`src/rtl/stha_pkg.sv`:
```
// Shared types and constants for the spectrum trace hold, average and peak core.
// No dependencies; imported by stha_div and spectrum_trace_hold_average_peak_core.
package stha_pkg;

    // Bin store geometry
    localparam int NUM_BINS = 1024;
    localparam int BIN_W    = $clog2(NUM_BINS);

    // Level format: signed 1/64 dB
    localparam int LVL_W = 16;
    localparam logic signed [LVL_W-1:0] LVL_MIN = 16'sh8000;
    localparam logic signed [LVL_W-1:0] LVL_MAX = 16'sh7FFF;

    // Averaging weight and divider widths
    localparam int          CNT_W   = 11;
    localparam logic [10:0] AVG_MAX = 11'd1024;
    localparam int          DVD_W   = 27;
    localparam int          QUO_W   = 16;

    // Trace mode codes
    localparam logic [2:0] MODE_OFF    = 3'd0;
    localparam logic [2:0] MODE_RAW    = 3'd1;
    localparam logic [2:0] MODE_MAX    = 3'd2;
    localparam logic [2:0] MODE_MIN    = 3'd3;
    localparam logic [2:0] MODE_MINMAX = 3'd4;
    localparam logic [2:0] MODE_AVG    = 3'd5;

    // Configuration register indexes
    localparam logic [1:0] CFG_TRACE_MODE = 2'd0;
    localparam logic [1:0] CFG_AVG_COUNT  = 2'd1;
    localparam logic [1:0] CFG_PEAK_EN    = 2'd2;

    // Divider request: offset running-average numerator and weight
    typedef struct packed {
        logic             start;
        logic [DVD_W-1:0] dividend;
        logic [CNT_W-1:0] divisor;
    } div_req_t;

endpackage

```
`src/rtl/stha_div.sv`:
```
// Restoring unsigned divider, one quotient bit per cycle, for the average mode.
// Depends on stha_pkg (div_req_t and widths).
module stha_div
    import stha_pkg::*;
(
    input  logic             clk,
    input  logic             rst_n,
    input  div_req_t         req,
    output logic             done,
    output logic [QUO_W-1:0] quotient
);

    logic [CNT_W-1:0] rem_reg;
    logic [QUO_W-1:0] dvd_reg;
    logic [CNT_W-1:0] dsr_reg;
    logic [3:0]       cnt_reg;
    logic             busy_reg;
    logic             done_reg;

    logic [CNT_W:0]   trial;
    logic             fits;
    logic [CNT_W:0]   diff;

    // Trial subtract of the shifted partial remainder
    always_comb
    begin
        trial = {rem_reg, dvd_reg[QUO_W-1]};
        fits  = (trial >= {1'b0, dsr_reg});
        diff  = trial - {1'b0, dsr_reg};
    end

    // Shift quotient bits in as dividend bits shift out
    always_ff @(posedge clk or negedge rst_n)
    begin
        if (!rst_n)
        begin
            rem_reg  <= '0;
            dvd_reg  <= '0;
            dsr_reg  <= '0;
            cnt_reg  <= '0;
            busy_reg <= 1'b0;
            done_reg <= 1'b0;
        end
        else
        begin
            done_reg <= 1'b0;
            if (req.start)
            begin
                // Upper dividend bits are already below the divisor
                rem_reg  <= req.dividend[DVD_W-1:QUO_W];
                dvd_reg  <= req.dividend[QUO_W-1:0];
                dsr_reg  <= req.divisor;
                cnt_reg  <= '0;
                busy_reg <= 1'b1;
            end
            else if (busy_reg)
            begin
                rem_reg <= fits ? diff[CNT_W-1:0] : trial[CNT_W-1:0];
                dvd_reg <= {dvd_reg[QUO_W-2:0], fits};
                cnt_reg <= cnt_reg + 4'd1;
                if (cnt_reg == 4'd15)
                begin
                    busy_reg <= 1'b0;
                    done_reg <= 1'b1;
                end
            end
        end
    end

    assign done     = done_reg;
    assign quotient = dvd_reg;

endmodule

```
`config.mk`:
```
export PLATFORM = sky130hd
export DESIGN_NAME = stha_div
export DESIGN_NICKNAME = d
export VERILOG_FILES = /design/src/rtl/stha_pkg.sv /design/src/rtl/stha_div.sv
export SDC_FILE = /design/constraint.sdc
export NUM_CORES = 1
export LEC_CHECK = 0
export ABC_CLOCK_PERIOD_IN_PS = 3970
export BUFFER_PORTS_ARGS = -buffer_cell sky130_fd_sc_hd__buf_2
export CAP_MARGIN = 20
export CELL_PAD_IN_SITES_DETAIL_PLACEMENT = 0
export CELL_PAD_IN_SITES_GLOBAL_PLACEMENT = 1
export CORE_MARGIN = 5
export CORE_UTILIZATION = 44
export DETAILED_ROUTE_END_ITERATION = 6
export GPL_TIMING_DRIVEN = 0
export HOLD_SLACK_MARGIN = 0.03
export PLACE_DENSITY_LB_ADDON = 0.3
export SLEW_MARGIN = 40
export SYNTH_ARGS = -nofsm -noshare
export SYNTH_HDL_FRONTEND = slang
export SYNTH_SLANG_ARGS = --single-unit
```
`constraint.sdc`:
```
create_clock -name clk -period 3.97 [get_ports clk]
set_clock_uncertainty 0.1 [all_clocks]
set_input_delay 0.5955 -clock clk [delete_from_list [all_inputs] [get_ports clk]]
set_output_delay 0.5955 -clock clk [all_outputs]
set_load 0.005 [all_outputs]
```
======== Word-level counts from Yosys, hierarchy flattened ========
Cells that the tools add are included.
Widths: inputs -> output; s select.
cells by class
  $add $sub $neg .......................... 2
  reduce and logical (&&, ||, !) cells .... 1
  equality and inequality tests ........... 1
  mux-type cells .......................... 13
  $lt $le $gt $ge ......................... 1
operators with widths
  operator             count
  $mux 11              3
  $mux 16              2
  $ge 12x11->1         1
  $sub 11x11->11       1
  $mux 4               2
  $mux 1               6
  $add 4x1->4 const B  1
  $eq 4x4->1 const B   1
  $reduce_bool 2->1    1
word-level totals
  logic and storage cells ................. 24
  bits in registers ....................... 44
  input port bits ......................... 41
  output and inout port bits .............. 17

======== Depth between registers and ports, before layout ========
  depth after elaboration ................. 4
  gate-level depth with buffers ........... 10
  gate-level depth less buffers ........... 9

======== Worst setup path before layout ========
No wires, ideal clock.
  path type ............................... register to register
  start ................................... register dvd_reg[15] (netlist: quotient[15])
  end ..................................... register rem_reg[3]
  cell stages (with the launch flop) ...... 11
  required time ........................... 3738 ps
  path slack .............................. 1646 ps
  buffers on the path ..................... 1
  data arrival time ....................... 2093 ps
  setup time .............................. 132 ps
  clock period less this slack ............ 2324 ps
  cells stage by stage .................... dfrtp_1 inv_1 ha_1 fa_1 nand2b_1 a21oi_4 o2bb2ai_2 o211ai_4 buf_6 mux2i_1 o21ai_1
on the way
  longest elaborated chain between the ends .. 4
  elaborated cells on any way between the ends .. 5
  those cells by class .................... 1 x add/sub; 1 x order compare; 3 x mux
ends and longest elaborated chain
  element                                                RTL line                        RTL
  start, declared                                        stha_div.sv:14                  logic [QUO_W-1:0] dvd_reg;
  start signal, assigned                                 stha_div.sv:51                  dvd_reg <= req.dividend[QUO_W-1:0];
  start signal, assigned                                 stha_div.sv:59                  dvd_reg <= {dvd_reg[QUO_W-2:0], fits};
  $sub 11x11->11 / $ge 12x11->1 (equally long branches)  stha_div.sv:29, stha_div.sv:28
  $mux 11 (*)                                            stha_div.sv:58                  rem_reg <= fits ? diff[CNT_W-1:0] : trial[CNT_W-1:0];
  $mux 11 (*)                                            stha_div.sv:56                  else if (busy_reg)
  $mux 11 (*)                                            stha_div.sv:47                  if (req.start)
  end signal, assigned                                   stha_div.sv:50                  rem_reg <= req.dividend[DVD_W-1:QUO_W];
  end signal, assigned                                   stha_div.sv:58
  end, declared                                          stha_div.sv:13                  logic [CNT_W-1:0] rem_reg;
Every way passes the cells marked *; elsewhere a longest branch is shown, timed or not. The select of a mux whose other input is x is not followed.
A chain may end at the register's enable or synchronous reset.

======== Worst setup path after layout ========
  start ................................... register dvd_reg[15] (netlist: quotient[15])
  end ..................................... register rem_reg[8]
Same word-level chain as after synthesis.

==> results.md <==
Detailed routing:
- The remaining routing DRC violations is 0.
- The number of vias per cell is 5.28.
- The average routed wire per standard cell is 15.6 µm.
- In this run, the number of DRC markers left after iteration 0 of detailed routing was 86.
- Across all layers, the routed design uses 2201 vias.
- The first detailed-routing pass took 4 iterations.
- Once detail routing completed, the nets flagged for antenna violations numbered 0.
- For this block, the routed nets add up to 6520 µm of wire.

Synth:
- The most frequent cell after synthesis is dfrtp_1.
- In this run the mean area of a mapped cell was 9.35 µm².
- The sequential cell area fraction in the yosys report is 0.423.
- Sorting the synthesized cells by how often they occur yields dfrtp_1, nand2_1, o21ai_0, mux2i_1.
- The total number of yosys warnings is 0.
- The net count of the mapped netlist is 332.
- Yosys mapped a number of flops with a built-in enable equal to 0.
- Of the post-synthesis cell area, the dominant cell type holds 0.423.
- After technology mapping, the gate count stands at 278.
- The flip-flop and latch count after synthesis is 44.
- The fraction of registers with async set or reset after synthesis is 1.00.
- The distinct cell type count after synthesis is 44.
- After synthesis, the cell types taking the most area are dfrtp_1, mux2i_1, ha_1.
- The dominant synthesized flop cell is dfrtp_1.
- Of all cell types, the one taking the most synthesized area is dfrtp_1.
- The area of the mapped netlist is 2600 µm².

Cells and area:
- After routing the design area is 3100 µm².
- The count of filler cells inserted in the layout is 577.
- The non-filler instance count after layout is 417.
- From synthesis to final layout, the design area changed by 19.3%.
- For this run, the post-layout net count is 395.
- The repair_antennas step left the layout with diodes totalling 0.
- The number of flip-flops in the largest register is 16.
- The multi-input logic area is 1360 µm².
- The footprint of the flip-flops and latches is 1100 µm².
- The fraction of layout instances using a drive strength above 1 is 0.205.

Floorplan:
- The cell row count is 28.
- The die outline width is 86.9 µm.
- The number of I/O pins is 58.
- The core footprint is 5820 µm².
- The die covers 7550 µm².
- Measured along the y axis, the die boundary spans 86.9 µm.
- For this configuration, the core starts out at a cell density of 0.447.

CTS:
- The number of buffers created by CTS is 5.
- The clock sink count is 44.
- The clock tree buffer depth is 2.
- Post-CTS timing repair inserted 0 buffers for setup.
- Clock latency on the worst-skew pair, taken at its later pin, is 0.30 ns.
- The post-CTS resize count is 0.
- Clock tree synthesis selected as its root buffer the cell clkbuf_8.
- TritonCTS built the clock tree.
- The cts-stage hold buffer count is 0.
- The number of levels in the clock H-tree is 2.
- The clock-pin transition on the worst setup and hold timing paths is 0.09 ns.

Run:
- The reported max-cap violation count is 0.

Critical path:
- In this run the critical register-to-register path is launched from quotient[15].
- The worst setup path is captured at a register.
- Walking the worst path, the cells encountered are inv_1 > ha_1 > fa_1 > nand2b_1 > a21oi_4 > o2bb2ai_2 > o211ai_4 > buf_6 > mux2i_1 > o21ai_1.
- The maximum fanout encountered on the critical timing path is 10.
- The startpoint class of the critical path is a register.
- The class of the most critical setup path is reg -> reg.
- The beginning of the critical path is quotient[15].
- The slowest stage of the critical path is the fa_1 cell.
- The maximum single-stage delay on the critical path is 0.40 ns.
- The endpoint required time on the critical path is 4.03 ns.
- The data arrival time of the critical path is 2.65 ns.

Placement:
- Once placement finished, the instance area stood at 2980 µm².
- In this run, placement finished with an instance count of 409.
- The half-perimeter wire length after placement is 4800 µm.
- The final weighted congestion in routability-driven placement is 0.822.
- The port buffer count is 56.

Pwr:
- The peak ir drop on the vdd network is 0.000241 V.
- The power density over cell area is 604 nW/µm².
- The analysis attributes to cell leakage a power of 0.00157 µW.

Global routing:
- In the global route stage, overall resource usage came out at 0.183.
- Entering global routing, the biggest net connects 45 pins.
- The number of global-route vias before repair is 2272.
- The number of antenna violations at the first check in global routing is 0.
- The total congestion overflow is 0.
- The first global-routing pass estimated 10900 µm of wire.

Timing:
- The final period utilization is 0.653.
- The highest clock rate is 386 MHz.
- After routing, the total negative slack on setup checks comes to 0 ns.
- Setup violations remaining at the end of the flow were counted as 0.
- The number of endpoints with negative hold slack in the final report was 0.
- Measured against its own limit, the worst slew margin works out to 0.548.
- The transition time at the pin with the least slew margin is 0.678 ns.
- The max-slew violation count came to 0.
- Setup repair after global routing left no endpoint under its margin.
- The minimum clock period after layout is 2.59 ns.

Run status:
- The run finished with clean final reports.

Hold path:
- The type of the most critical hold path is in -> async.
==> stage by stage <==
step / total power (µW) / hold slack, ns / setup slack [ns] / util
after floorplan: 1280 / 0.200 / 1.65 / -
after global placement: 1480 / 0.403 / 1.42 / 0.511
after detailed placement: 1490 / 0.435 / 1.38 / 0.512
after CTS: 1880 / 0.212 / 1.37 / 0.534
after global routing: 2010 / 0.237 / 1.24 / 0.534
final: 1870 / 0.171 / 1.38 / 0.534
==> layout make-up <==
cell class	count	area share
Inverter	16	0.0194
Timing Repair Buffer	56	0.0911
Clock inverter	1	0.00968
Tap cell	75	0.0302
Clock buffer	7	0.0310
Buffer	17	0.0254
Multi-Input combinational cell	201	0.438
Sequential cell	44	0.355
==> metal layers <==
metal | share of wire | track usage | up-vias | wire (µm)
met1 | 0.47 | 0.248 | 1042 | 3060
met2 | 0.47 | 0.300 | 50 | 3060
met3 | 0.054 | 0.0426 | 7 | 349
li1 | - | - | 1102 | -
met4 | 0.0072 | 0.0382 | 0 | 47
met5 | 0 | 0 | - | 0
==> layout by cell type (no fill, tap or decap), types with 3 or more instances in the layout <==
cell / instances
nor2_1: 16
xor2_1: 4
dfrtp_1: 44
a21oi_1: 12
nor3_1: 5
xnor2_1: 5
a21o_1: 3
buf_2: 55
nand2_1: 35
ha_1: 12
mux2i_1: 26
buf_1: 3
o21ai_0: 28
clkbuf_1: 12
clkbuf_8: 7
nand2b_1: 3
nand3_1: 4
o21ai_1: 10
nor3b_1: 9
inv_1: 16
==> worst paths after layout <==
| check | to | slack [ns] | cells past startpoint |
|---|---|---|---|
| worst min-delay path | dsr_reg[1] | 0.17 | 1 |
| worst max-delay path | rem_reg[8] | 1.38 | 10 |
| max in group asynchronous | quotient[14] | 3.17 | 1 |
| worst min register to register | dsr_reg[10] | 0.45 | 2 |
| min in group clk | dsr_reg[5] | 0.39 | 3 |
| worst max register to register | rem_reg[8] | 1.38 | 10 |
==> cells by family (layout without fill, tap and decap cells) <==
kind of cell | Yosys count | count (layout) | synth area share
buffers and inverters | 33 | 97 | 0.0534
adder cells (fa/ha/maj) | 13 | 13 | 0.0654
multiplexers | 28 | 28 | 0.109
XOR/XNOR | 9 | 9 | 0.0303
AO/OA/AOI/OAI | 72 | 72 | 0.175
flip-flops | 44 | 44 | 0.423
AND/OR/NAND/NOR | 79 | 79 | 0.143
==> critical path, delay by kind of cell, from the launching register on <==
| kind | cells | cell delay (ns) |
|---|---|---|
| compound gates | 4 | 0.66 |
| fa+ha+maj | 2 | 0.61 |
| flops | 1 | 0.37 |
| buf+inv | 2 | 0.28 |
| mux | 1 | 0.24 |
| simple gates | 1 | 0.20 |
==> power breakdown <==
part	total (µW)	leakage, µW	internal, µW	switching [µW]
combinational	894	0.000974	407	487
sequential	595	0.000535	532	63.0
clock	384	0.0000645	222	162
(Power assumes the default switching activity.)
